**config.mk**
```make
export PLATFORM = sky130hd
export DESIGN_NAME = sync_frame_deframer_crc32_flat
export DESIGN_NICKNAME = d
export VERILOG_FILES = /design/src/rtl/sfd_pkg.sv /design/src/rtl/sfd_if.sv /design/src/rtl/sfd_csr.sv /design/src/rtl/sync_frame_deframer_crc32.sv /design/src/flat_wrapper.sv
export SDC_FILE = /design/constraint.sdc
export NUM_CORES = 1
export LEC_CHECK = 0
export BUFFER_PORTS_ARGS = -buffer_cell sky130_fd_sc_hd__buf_2
export CORE_MARGIN = 8
export CORE_UTILIZATION = 44
export CTS_CLUSTER_DIAMETER = 60
export DETAILED_ROUTE_END_ITERATION = 10
export SLEW_MARGIN = 25
export SYNTH_ARGS = -nofsm -noshare
export SYNTH_HDL_FRONTEND = slang
export SYNTH_SLANG_ARGS = --single-unit
```
**constraint.sdc**
```tcl
create_clock -name clock -period 5.5 [get_ports clock]
set_clock_uncertainty 0.2 [all_clocks]
set_input_delay 1.1 -clock clock [delete_from_list [all_inputs] [get_ports clock]]
set_output_delay 1.1 -clock clock [all_outputs]
set_load 0.02 [all_outputs]
```
**src/rtl/sfd_pkg.sv**
```systemverilog
`timescale 1ns / 1ps
`default_nettype none

package sfd_pkg;

   localparam int unsigned HEADER_LEN = 28;
   localparam int unsigned FRAME_BUF  = 4096;
   localparam int unsigned CRC_LEN    = 4;

   localparam int unsigned BYTE_COUNT_W = 13;
   localparam int unsigned BODY_INDEX_W = 12;
   localparam int unsigned LEN_W        = 16;
   localparam int unsigned ID_W         = 16;
   localparam int unsigned CRC_W        = 32;
   localparam int unsigned SUM_W        = 18;

   localparam int unsigned ID_OFFSET  = 4;
   localparam int unsigned LEN_OFFSET = 8;

   localparam logic [7:0] SYNC0 = 8'hAA;
   localparam logic [7:0] SYNC1 = 8'h44;
   localparam logic [7:0] SYNC2 = 8'h12;

   localparam logic [ID_W-1:0] ID_RANGE_OBS = 16'd43;
   localparam logic [ID_W-1:0] ID_GPS_EPH   = 16'd7;
   localparam logic [ID_W-1:0] ID_BDS_EPH   = 16'd1696;
   localparam logic [ID_W-1:0] ID_BEST_POS  = 16'd42;

   localparam logic [CRC_W-1:0]        CRC_POLY_RESET = 32'hEDB88320;
   localparam logic [BODY_INDEX_W-1:0] MAX_BODY_RESET = 12'd4064;

   localparam int unsigned CSR_ADDR_W = 3;
   localparam logic CSR_CRC_POLY = 1'b0;
   localparam logic CSR_MAX_BODY = 1'b1;

   typedef enum logic [2:0] {
      KIND_RANGE_OBS = 3'd0,
      KIND_GPS_EPH   = 3'd1,
      KIND_BDS_EPH   = 3'd2,
      KIND_BEST_POS  = 3'd3,
      KIND_OTHER     = 3'd4
   } kind_type;

   typedef struct packed {
      logic [CRC_W-1:0]        crc_poly;
      logic [BODY_INDEX_W-1:0] max_body_length;
   } cfg_type;

   function automatic logic [CRC_W-1:0] crc_byte(input logic [CRC_W-1:0] crc,
                                                 input logic [7:0] b,
                                                 input logic [CRC_W-1:0] poly);
      logic [CRC_W-1:0] c;
      c = crc ^ {24'b0, b};
      for (int k = 0; k < 8; k++) begin
         if (c[0]) begin
            c = (c >> 1) ^ poly;
         end else begin
            c = c >> 1;
         end
      end
      return c;
   endfunction

   function automatic kind_type kind_of(input logic [ID_W-1:0] id);
      kind_type k;
      unique case (id)
         ID_RANGE_OBS: k = KIND_RANGE_OBS;
         ID_GPS_EPH:   k = KIND_GPS_EPH;
         ID_BDS_EPH:   k = KIND_BDS_EPH;
         ID_BEST_POS:  k = KIND_BEST_POS;
         default:      k = KIND_OTHER;
      endcase
      return k;
   endfunction

endpackage

`default_nettype wire

```
**src/rtl/sfd_if.sv**
```systemverilog
`timescale 1ns / 1ps
`default_nettype none

interface sfd_req_if;
   logic       valid;
   logic       ready;
   logic [7:0] in_byte;

   modport source (output valid, output in_byte, input ready);
   modport sink (input valid, input in_byte, output ready);
endinterface

interface sfd_rsp_if;
   logic        valid;
   logic        ready;
   logic [7:0]  out_byte;
   logic [11:0] body_index;
   logic [15:0] message_id;
   logic [2:0]  message_kind;
   logic        frame_end;
   logic        crc_ok;
   logic        epoch_end;

   modport source (output valid, output out_byte, output body_index, output message_id,
                   output message_kind, output frame_end, output crc_ok, output epoch_end,
                   input ready);
   modport sink (input valid, input out_byte, input body_index, input message_id,
                 input message_kind, input frame_end, input crc_ok, input epoch_end,
                 output ready);
endinterface

`default_nettype wire

```
**src/rtl/sfd_csr.sv**
```systemverilog
`timescale 1ns / 1ps
`default_nettype none

module sfd_csr
   import sfd_pkg::*;
(
   input  wire logic                  clock,
   input  wire logic                  reset,
   input  wire logic                  psel,
   input  wire logic                  penable,
   input  wire logic                  pwrite,
   input  wire logic [CSR_ADDR_W-1:0] paddr,
   input  wire logic [31:0]           pwdata,
   output logic      [31:0]           prdata,
   output logic                       pready,
   output cfg_type                    cfg
);

   logic [CRC_W-1:0]        crc_poly_ff;
   logic [BODY_INDEX_W-1:0] max_body_ff;
   logic                    wr_en;

   assign pready = 1'b1;
   assign wr_en  = psel && penable && pwrite && pready;

   always_ff @(posedge clock) begin
      if (reset) begin
         crc_poly_ff <= CRC_POLY_RESET;
         max_body_ff <= MAX_BODY_RESET;
      end else if (wr_en) begin
         unique case (paddr[2])
            CSR_CRC_POLY: crc_poly_ff <= pwdata;
            CSR_MAX_BODY: max_body_ff <= pwdata[BODY_INDEX_W-1:0];
            default:      crc_poly_ff <= crc_poly_ff;
         endcase
      end
   end

   always_comb begin
      unique case (paddr[2])
         CSR_CRC_POLY: prdata = crc_poly_ff;
         CSR_MAX_BODY: prdata = {{(32-BODY_INDEX_W){1'b0}}, max_body_ff};
         default:      prdata = '0;
      endcase
   end

   assign cfg.crc_poly        = crc_poly_ff;
   assign cfg.max_body_length = max_body_ff;

endmodule

`default_nettype wire

```
**src/rtl/sync_frame_deframer_crc32.sv**
```systemverilog
// sync_frame_deframer_crc32
//
// req_ch carries one receiver byte per transfer. The block hunts for the
// sync pattern AA 44 12, captures the header (message id and body length),
// and then emits one rsp_ch transfer per body byte with its index, the
// message id and the decoded message kind. After the four trailing CRC
// bytes it emits one frame-end transfer with crc_ok and epoch_end; a
// reflected CRC over crc_poly (zero initial value, no final XOR) covers
// header and body. Oversized frames give no transfers and hunting starts
// again. Sync and header bytes give none. Throughput is one byte per
// cycle while no result is stalled: each byte is held in the input
// register while the byte-wide CRC update and the framing state advance,
// and any result lands in the output register. While rsp_ch.ready is low
// with a result held, one further byte is taken into the input register
// and req_ch.ready then drops. The APB registers (crc_poly at 0,
// max_body_length at 4) must be written only while the stream is idle;
// the block does not enforce this. Synchronous reset returns the framer
// to hunting, drops pending bytes and results, restores register defaults.
`timescale 1ns / 1ps
`default_nettype none

module sync_frame_deframer_crc32
   import sfd_pkg::*;
(
   input  wire logic                  clock,
   input  wire logic                  reset,
   sfd_req_if.sink                    req_ch,
   sfd_rsp_if.source                  rsp_ch,
   input  wire logic                  psel,
   input  wire logic                  penable,
   input  wire logic                  pwrite,
   input  wire logic [CSR_ADDR_W-1:0] paddr,
   input  wire logic [31:0]           pwdata,
   output logic      [31:0]           prdata,
   output logic                       pready
);

   typedef enum logic [2:0] {
      PH_HUNT0,
      PH_HUNT1,
      PH_HUNT2,
      PH_HEADER,
      PH_BODY,
      PH_CRC
   } phase_type;

   cfg_type cfg;

   logic                    in_valid_ff;
   logic [7:0]              in_byte_ff;
   logic                    advance;

   phase_type               phase_ff, phase_in;
   logic [BYTE_COUNT_W-1:0] byte_count_ff, byte_count_in;
   logic [CRC_W-1:0]        crc_ff, crc_in;
   logic [ID_W-1:0]         id_ff, id_in;
   logic [LEN_W-1:0]        len_ff, len_in;
   logic [CRC_W-1:0]        rcrc_ff, rcrc_in;

   logic                    out_valid_ff;
   logic [7:0]              out_byte_ff;
   logic [BODY_INDEX_W-1:0] body_index_ff, body_index_in;
   logic [ID_W-1:0]         message_id_ff;
   kind_type                kind_ff, kind_in;
   logic                    frame_end_ff, frame_end_in;
   logic                    crc_ok_ff, crc_ok_in;
   logic                    epoch_end_ff, epoch_end_in;
   logic                    emit_in;

   logic [CRC_W-1:0]        crc_step;
   logic [CRC_W-1:0]        crc_first;
   logic [BYTE_COUNT_W-1:0] count_inc;
   logic [BYTE_COUNT_W-1:0] body_pos;
   logic [BYTE_COUNT_W-1:0] trail_pos;
   logic [SUM_W-1:0]        frame_sum;
   logic                    too_long;

   sfd_csr u_csr (
      .clock   (clock),
      .reset   (reset),
      .psel    (psel),
      .penable (penable),
      .pwrite  (pwrite),
      .paddr   (paddr),
      .pwdata  (pwdata),
      .prdata  (prdata),
      .pready  (pready),
      .cfg     (cfg)
   );

   assign advance      = in_valid_ff && (!out_valid_ff || rsp_ch.ready);
   assign req_ch.ready = !in_valid_ff || advance;

   assign crc_step  = crc_byte(crc_ff, in_byte_ff, cfg.crc_poly);
   assign crc_first = crc_byte('0, in_byte_ff, cfg.crc_poly);
   assign count_inc = byte_count_ff + BYTE_COUNT_W'(1);
   assign body_pos  = byte_count_ff - BYTE_COUNT_W'(HEADER_LEN);
   assign trail_pos = body_pos - len_ff[BYTE_COUNT_W-1:0];

   always_comb begin
      phase_in      = phase_ff;
      byte_count_in = byte_count_ff;
      crc_in        = crc_ff;
      id_in         = id_ff;
      len_in        = len_ff;
      rcrc_in       = rcrc_ff;
      emit_in       = 1'b0;
      body_index_in = '0;
      frame_end_in  = 1'b0;
      crc_ok_in     = 1'b0;
      frame_sum     = '0;
      too_long      = 1'b0;
      unique case (phase_ff)
         PH_HUNT0: begin
            if (in_byte_ff == SYNC0) begin
               phase_in      = PH_HUNT1;
               crc_in        = crc_first;
               byte_count_in = BYTE_COUNT_W'(1);
            end
         end
         PH_HUNT1: begin
            priority if (in_byte_ff == SYNC1) begin
               phase_in      = PH_HUNT2;
               crc_in        = crc_step;
               byte_count_in = BYTE_COUNT_W'(2);
            end else if (in_byte_ff == SYNC0) begin
               phase_in      = PH_HUNT1;
               crc_in        = crc_first;
               byte_count_in = BYTE_COUNT_W'(1);
            end else begin
               phase_in = PH_HUNT0;
            end
         end
         PH_HUNT2: begin
            priority if (in_byte_ff == SYNC2) begin
               phase_in      = PH_HEADER;
               crc_in        = crc_step;
               byte_count_in = BYTE_COUNT_W'(3);
               id_in         = '0;
               len_in        = '0;
               rcrc_in       = '0;
            end else if (in_byte_ff == SYNC0) begin
               phase_in      = PH_HUNT1;
               crc_in        = crc_first;
               byte_count_in = BYTE_COUNT_W'(1);
            end else begin
               phase_in = PH_HUNT0;
            end
         end
         PH_HEADER: begin
            crc_in        = crc_step;
            byte_count_in = count_inc;
            if (byte_count_ff == BYTE_COUNT_W'(ID_OFFSET)) begin
               id_in[7:0] = in_byte_ff;
            end
            if (byte_count_ff == BYTE_COUNT_W'(ID_OFFSET + 1)) begin
               id_in[15:8] = in_byte_ff;
            end
            if (byte_count_ff == BYTE_COUNT_W'(LEN_OFFSET)) begin
               len_in[7:0] = in_byte_ff;
            end
            if (byte_count_ff == BYTE_COUNT_W'(LEN_OFFSET + 1)) begin
               len_in[15:8] = in_byte_ff;
            end
            frame_sum = SUM_W'(HEADER_LEN) + SUM_W'(len_in) + SUM_W'(CRC_LEN);
            too_long  = (len_in > LEN_W'(cfg.max_body_length)) ||
                        (frame_sum > SUM_W'(FRAME_BUF));
            if (count_inc >= BYTE_COUNT_W'(HEADER_LEN)) begin
               priority if (too_long) begin
                  phase_in = PH_HUNT0;
               end else if (len_in == '0) begin
                  phase_in = PH_CRC;
               end else begin
                  phase_in = PH_BODY;
               end
            end
         end
         PH_BODY: begin
            crc_in        = crc_step;
            byte_count_in = count_inc;
            emit_in       = 1'b1;
            body_index_in = body_pos[BODY_INDEX_W-1:0];
            if ((LEN_W'(body_pos) + LEN_W'(1)) >= len_ff) begin
               phase_in = PH_CRC;
            end
         end
         PH_CRC: begin
            rcrc_in       = rcrc_ff | (CRC_W'(in_byte_ff) << {trail_pos[1:0], 3'b000});
            byte_count_in = count_inc;
            if (trail_pos[1:0] == 2'd3) begin
               emit_in      = 1'b1;
               frame_end_in = 1'b1;
               crc_ok_in    = (rcrc_in == crc_ff);
               phase_in     = PH_HUNT0;
            end
         end
         default: begin
            phase_in = PH_HUNT0;
         end
      endcase
   end

   assign kind_in      = kind_of(id_ff);
   assign epoch_end_in = crc_ok_in && (kind_in == KIND_RANGE_OBS);

   always_ff @(posedge clock) begin
      if (reset) begin
         in_valid_ff   <= 1'b0;
         out_valid_ff  <= 1'b0;
         phase_ff      <= PH_HUNT0;
         byte_count_ff <= '0;
         crc_ff        <= '0;
         id_ff         <= '0;
         len_ff        <= '0;
         rcrc_ff       <= '0;
      end else begin
         if (req_ch.ready) begin
            in_valid_ff <= req_ch.valid;
         end
         if (advance) begin
            phase_ff      <= phase_in;
            byte_count_ff <= byte_count_in;
            crc_ff        <= crc_in;
            id_ff         <= id_in;
            len_ff        <= len_in;
            rcrc_ff       <= rcrc_in;
         end
         if (!out_valid_ff || rsp_ch.ready) begin
            out_valid_ff <= advance && emit_in;
         end
      end
      if (req_ch.valid && req_ch.ready) begin
         in_byte_ff <= req_ch.in_byte;
      end
      if (advance && emit_in) begin
         out_byte_ff   <= in_byte_ff;
         body_index_ff <= body_index_in;
         message_id_ff <= id_ff;
         kind_ff       <= kind_in;
         frame_end_ff  <= frame_end_in;
         crc_ok_ff     <= crc_ok_in;
         epoch_end_ff  <= epoch_end_in;
      end
   end

   assign rsp_ch.valid        = out_valid_ff;
   assign rsp_ch.out_byte     = out_byte_ff;
   assign rsp_ch.body_index   = body_index_ff;
   assign rsp_ch.message_id   = message_id_ff;
   assign rsp_ch.message_kind = kind_ff;
   assign rsp_ch.frame_end    = frame_end_ff;
   assign rsp_ch.crc_ok       = crc_ok_ff;
   assign rsp_ch.epoch_end    = epoch_end_ff;

endmodule

`default_nettype wire

```
**src/flat_wrapper.sv**
```systemverilog
// flat-port wrapper written by rule: the top's interface ports become plain ports
module sync_frame_deframer_crc32_flat import sfd_pkg::*;
  (clock, reset, psel, penable, pwrite, paddr, pwdata, prdata, pready, req_ch_valid, req_ch_in_byte, req_ch_ready, rsp_ch_valid, rsp_ch_out_byte, rsp_ch_body_index, rsp_ch_message_id, rsp_ch_message_kind, rsp_ch_frame_end, rsp_ch_crc_ok, rsp_ch_epoch_end, rsp_ch_ready);
  sfd_req_if req_ch_i ();
  sfd_rsp_if rsp_ch_i ();
  input  wire logic clock;
  input  wire logic reset;
  input  wire logic psel;
  input  wire logic penable;
  input  wire logic pwrite;
  input  wire logic [CSR_ADDR_W-1:0] paddr;
  input  wire logic [31:0] pwdata;
  output logic      [31:0] prdata;
  output logic pready;
  input wire logic [$bits(req_ch_i.valid)-1:0] req_ch_valid;
  input wire logic [$bits(req_ch_i.in_byte)-1:0] req_ch_in_byte;
  output wire logic [$bits(req_ch_i.ready)-1:0] req_ch_ready;
  output wire logic [$bits(rsp_ch_i.valid)-1:0] rsp_ch_valid;
  output wire logic [$bits(rsp_ch_i.out_byte)-1:0] rsp_ch_out_byte;
  output wire logic [$bits(rsp_ch_i.body_index)-1:0] rsp_ch_body_index;
  output wire logic [$bits(rsp_ch_i.message_id)-1:0] rsp_ch_message_id;
  output wire logic [$bits(rsp_ch_i.message_kind)-1:0] rsp_ch_message_kind;
  output wire logic [$bits(rsp_ch_i.frame_end)-1:0] rsp_ch_frame_end;
  output wire logic [$bits(rsp_ch_i.crc_ok)-1:0] rsp_ch_crc_ok;
  output wire logic [$bits(rsp_ch_i.epoch_end)-1:0] rsp_ch_epoch_end;
  input wire logic [$bits(rsp_ch_i.ready)-1:0] rsp_ch_ready;
  assign req_ch_i.valid = req_ch_valid;
  assign req_ch_i.in_byte = req_ch_in_byte;
  assign req_ch_ready = req_ch_i.ready;
  assign rsp_ch_valid = rsp_ch_i.valid;
  assign rsp_ch_out_byte = rsp_ch_i.out_byte;
  assign rsp_ch_body_index = rsp_ch_i.body_index;
  assign rsp_ch_message_id = rsp_ch_i.message_id;
  assign rsp_ch_message_kind = rsp_ch_i.message_kind;
  assign rsp_ch_frame_end = rsp_ch_i.frame_end;
  assign rsp_ch_crc_ok = rsp_ch_i.crc_ok;
  assign rsp_ch_epoch_end = rsp_ch_i.epoch_end;
  assign rsp_ch_i.ready = rsp_ch_ready;
  sync_frame_deframer_crc32 u_core (.clock(clock), .reset(reset), .req_ch(req_ch_i), .rsp_ch(rsp_ch_i), .psel(psel), .penable(penable), .pwrite(pwrite), .paddr(paddr), .pwdata(pwdata), .prdata(prdata), .pready(pready));
endmodule
```
==> impl_metrics.env <==
export IMPL_layout_cells_most_common="sky130_fd_sc_hd__nand2_1"
export IMPL_dieArea_um2=49400
export IMPL_critical_path_required_ns=5.81
export IMPL_cap_viol_max_count=0
export IMPL_hold_start="u_core.id_ff[11]"
export IMPL_fin_setup_tns_ns=0
export IMPL_num_fill_cells=4162
export IMPL_cts_repair_timing_setup_buffer_count=0
export IMPL_worst_ep_arrival_time_ns=5.42
export IMPL_final_min_clock_period_ns=5.12
export IMPL_grt_antenna_before_repair=0
export IMPL_hold_viol=0
export IMPL_wl_per_cell_um=19.2
export IMPL_timing_critical_path_buf_inv=1
export IMPL_report_final_setup_viol=0
export IMPL_timing_rr_start="u_core.in_byte_ff[1]"
export IMPL_initial_core_util_pct=44.7
export IMPL_nNetsFinal=2651
export IMPL_grt_usage_pct=23.3
export IMPL_detail_route_iter0_violations=1960
export IMPL_run_status="finished clean"
export IMPL_root_buffer="sky130_fd_sc_hd__clkbuf_16"
export IMPL_max_freq_mhz=195
export IMPL_drt_total_wl_mm=60.2
export IMPL_synth_compound_area_share_pct=16.8
export IMPL_num_rows=75
export IMPL_layout_core_utilization_pct=49.3
export IMPL_finalWorstSetupSlack_ns=0.382
export IMPL_io_buffers=123
export IMPL_worst_path_max_fanout=31
export IMPL_areaGrowthSynthToFinish_pct=10.3
export IMPL_grt_pass1_wl_mm=95.2
export IMPL_mappedNetlistArea_um2=18700
export IMPL_mapped_avg_cell_area_um2=7.28
export IMPL_die_width_um=222
export IMPL_cts_sinks=208
export IMPL_number_of_flops_mapped_to_enable_cells_by_yosys=50
export IMPL_part_of_the_cycle_the_worst_path_needs_pct=93.1
export IMPL_postSynthCellCount=2575
export IMPL_clk_latency_ns=0.61
export IMPL_hold_path_cell_count=0
export IMPL_grt_ovfl_total=0
export IMPL_ys_ff_latch=208
export IMPL_cp_slowest_stage_delay_ns=0.88
export IMPL_drt_pre_antenna_iters=5
export IMPL_grt_setup_unrepaired="false"
export IMPL_r2r_end="u_core.crc_ff[1]"
export IMPL_timing_reg2reg_setup_slack_ns=0.38
export IMPL_num_antenna_cells=0
export IMPL_drc_errors=0
export IMPL_critical_path_top_cell_by_count="sky130_fd_sc_hd__a21oi_1"
export IMPL_weighted_congestion_reported_at_the_end_of_routability_driven_placement=0.889
export IMPL_endpoint_kind="flop"
export IMPL_cp_max_delay_cell="sky130_fd_sc_hd__edfxtp_1"
export IMPL_synth_adder_area_share_pct=2.32
export IMPL_cts_tree="done"
export IMPL_die_height_um=222
export IMPL_clock_path_buffers=3
export IMPL_cellPowerDensity_nw_per_um2=244
export IMPL_clk_transition_reported_paths_ns=0.06
export IMPL_ctsHoldBuffers=0
export IMPL_yosysUniqueCellTypes=80
export IMPL_design_core_area_um2=41900
export IMPL_power_leakage_nw=7.90
export IMPL_dp_slack_ns=0.461
export IMPL_drv_slew=0
export IMPL_sort_of_element_at_the_start_of_the_critical_path="flop"
export IMPL_post_synthesis_simple_gate_area_fraction_pct=23.8
export IMPL_synthXorXnorAreaFrac_pct=23.7
export IMPL_synth_nets=2659
export IMPL_grt_pass1_vias=16990
export IMPL_grt_start_max_net_pins=84
export IMPL_via_count=17929
export IMPL_critical_path_cell_chain="xor2_2 > nor3b_1 > a21oi_1 > o311a_1 > xnor2_4 > mux2i_1 > xnor2_2 > o211ai_1 > nand4_1 > buf_4 > nand2_1 > nor4b_1 > o31ai_1 > a21oi_1"
export IMPL_worst_pin_slew_ns=1.06
export IMPL_final_design_area_no_fill_um2=20700
export IMPL_drive_above_1_share_pct=10.9
export IMPL_avgViaCountPerCell=5.73
export IMPL_dp_hpwl_mm=41.1
export IMPL_post_dp_cell_area_um2=19600
export IMPL_setup_worst_path_class="reg2reg"
export IMPL_critPathTopFamily="XOR/XNOR gates"
export IMPL_worst_ir_drop_vdd_uv=238
export IMPL_reg2regPathDepth=14
export IMPL_synth_sequential_area_ratio_pct=24.9
export IMPL_asyncSetResetFlopFracSynth_pct=0
export IMPL_synthFlopType="sky130_fd_sc_hd__dfxtp_1"
export IMPL_synth_top_family_by_area="simple AND/OR/NAND/NOR gates"
export IMPL_cts_inserted_buffers=30
export IMPL_maxSlewHeadroom_pct=29.4
export IMPL_layout_common_cells="506 x sky130_fd_sc_hd__nand2_1, 439 x sky130_fd_sc_hd__xnor2_1, 242 x sky130_fd_sc_hd__nor2_1"
export IMPL_hold_end="u_core.rsp_ch.message_id[11]"
export IMPL_synth_mux_area_fraction_pct=2.31
export IMPL_ctsResizeCount=0
export IMPL_ys_warnings_count=0
export IMPL_drtAntennaViolNets=0
export IMPL_hold_path_class="reg2reg"
export IMPL_cts_h_tree_depth=1
export IMPL_boundary_pin_count=127
## registers in the layout, summed over array words and instances (netlist names), 13 cells and up
name	flops
u_core.byte_count_ff	13
u_core.crc_ff	32
u_core.id_ff	16
u_core.len_ff	16
u_core.rcrc_ff	32
u_core.rsp_ch.message_id	16
u_core.u_csr.crc_poly_ff	32
## kinds of logic (layout without fill, tap and decap cells)
logic type      Yosys count  after routing
buf+inv                 281            297
mux                      42             42
xor+xnor                495            495
flops                   208            208
fa+ha+maj                35             35
other cells               1              1
simple gates           1016           1016
compound gates          497            497
## power breakdown
| part | internal, W | switching (W) | total, W |
|---|---|---|---|
| clock network | 0.00117 | 0.000858 | 0.00203 |
| registers | 0.00157 | 0.0000396 | 0.00161 |
| logic | 0.000637 | 0.000767 | 0.00140 |
| total | 0.00338 | 0.00166 | 0.00505 |
## cells in the mapped netlist (all sizes together) (8+ instances only)
cell type,count,area [um2]
nor4,19,125
nand4,14,87.6
nor2b,26,163
o21ai,117,586
a211o,14,123
nor3,28,140
dfxtp,158,3160
nand2b,8,50.1
nand3,65,330
nor2,243,912
ha,34,425
edfxtp,50,1500
clkbuf,172,646
a32oi,37,339
o21a,13,97.6
a31oi,18,113
a21oi,160,805
a22oi,37,278
o211ai,12,95.1
o22ai,24,150
or2,10,62.6
buf,56,294
nand3b,22,165
xor2,48,435
a211oi,13,103
inv,53,199
mux2,10,113
mux2i,32,320
nand2,506,1900
and2,15,93.8
xnor2,442,3900
and3,19,119
or3,14,87.6
## how the worst max path moves through the flow
stage                       startpoint                  to  slack [ns]  depth (start not counted)
2_1_floorplan  u_core.byte_count_ff[8]  u_core.phase_ff[0]        1.52                         21
3_5_place_dp      u_core.in_byte_ff[1]   u_core.crc_ff[29]        0.46                         14
4_1_cts           u_core.in_byte_ff[1]   u_core.crc_ff[29]        0.43                         14
3_3_place_gp      u_core.in_byte_ff[1]   u_core.crc_ff[29]        0.54                         14
6_report          u_core.in_byte_ff[1]    u_core.crc_ff[1]        0.38                         14
5_1_grt        u_core.byte_count_ff[5]  u_core.phase_ff[2]        0.02                         16
## worst register-to-register path: cells and delay by family, from the launching register on
kind | cells | cell delay [ns]
DFF | 1 | 0.88
AOI/OAI and AO/OA | 5 | 1.04
buffers and inverters | 1 | 0.39
and+or+nand+nor | 4 | 0.87
xor gates and xnor gates | 3 | 1.46
muxes | 1 | 0.17
## per-stage QoR
stage	total power (W)	cells	hold slack [ns]
floorplan	0.00277	2575	0.221
global placement	0.00302	3074	0.249
detailed placement	0.00303	3074	0.246
CTS	0.00507	3130	0.261
global route	0.00526	3130	0.285
finish	0.00505	3130	0.259
## layer usage
metal	part of all wire (%)	GRT usage (%)	vias to the layer above	routed length [um]
li1	-	-	8643	-
met1	43	29.4	8530	25800
met2	48	40.3	638	29000
met3	5.7	2.88	118	3450
met4	3.2	8.31	0	1940
met5	0	0	-	0
## area by class of cell
type / instances / area, um2 / share of cell area [%]
Multi-Input combinational cell: 2086 / 13000 / 62.8
Sequential cell: 208 / 4670 / 22.6
Timing Repair Buffer: 188 / 1110 / 5.35
Clock buffer: 30 / 751 / 3.63
Tap cell: 539 / 674 / 3.26
Clock inverter: 26 / 295 / 1.43
Inverter: 53 / 199 / 0.963
Power figures use the tool's default switching activity.
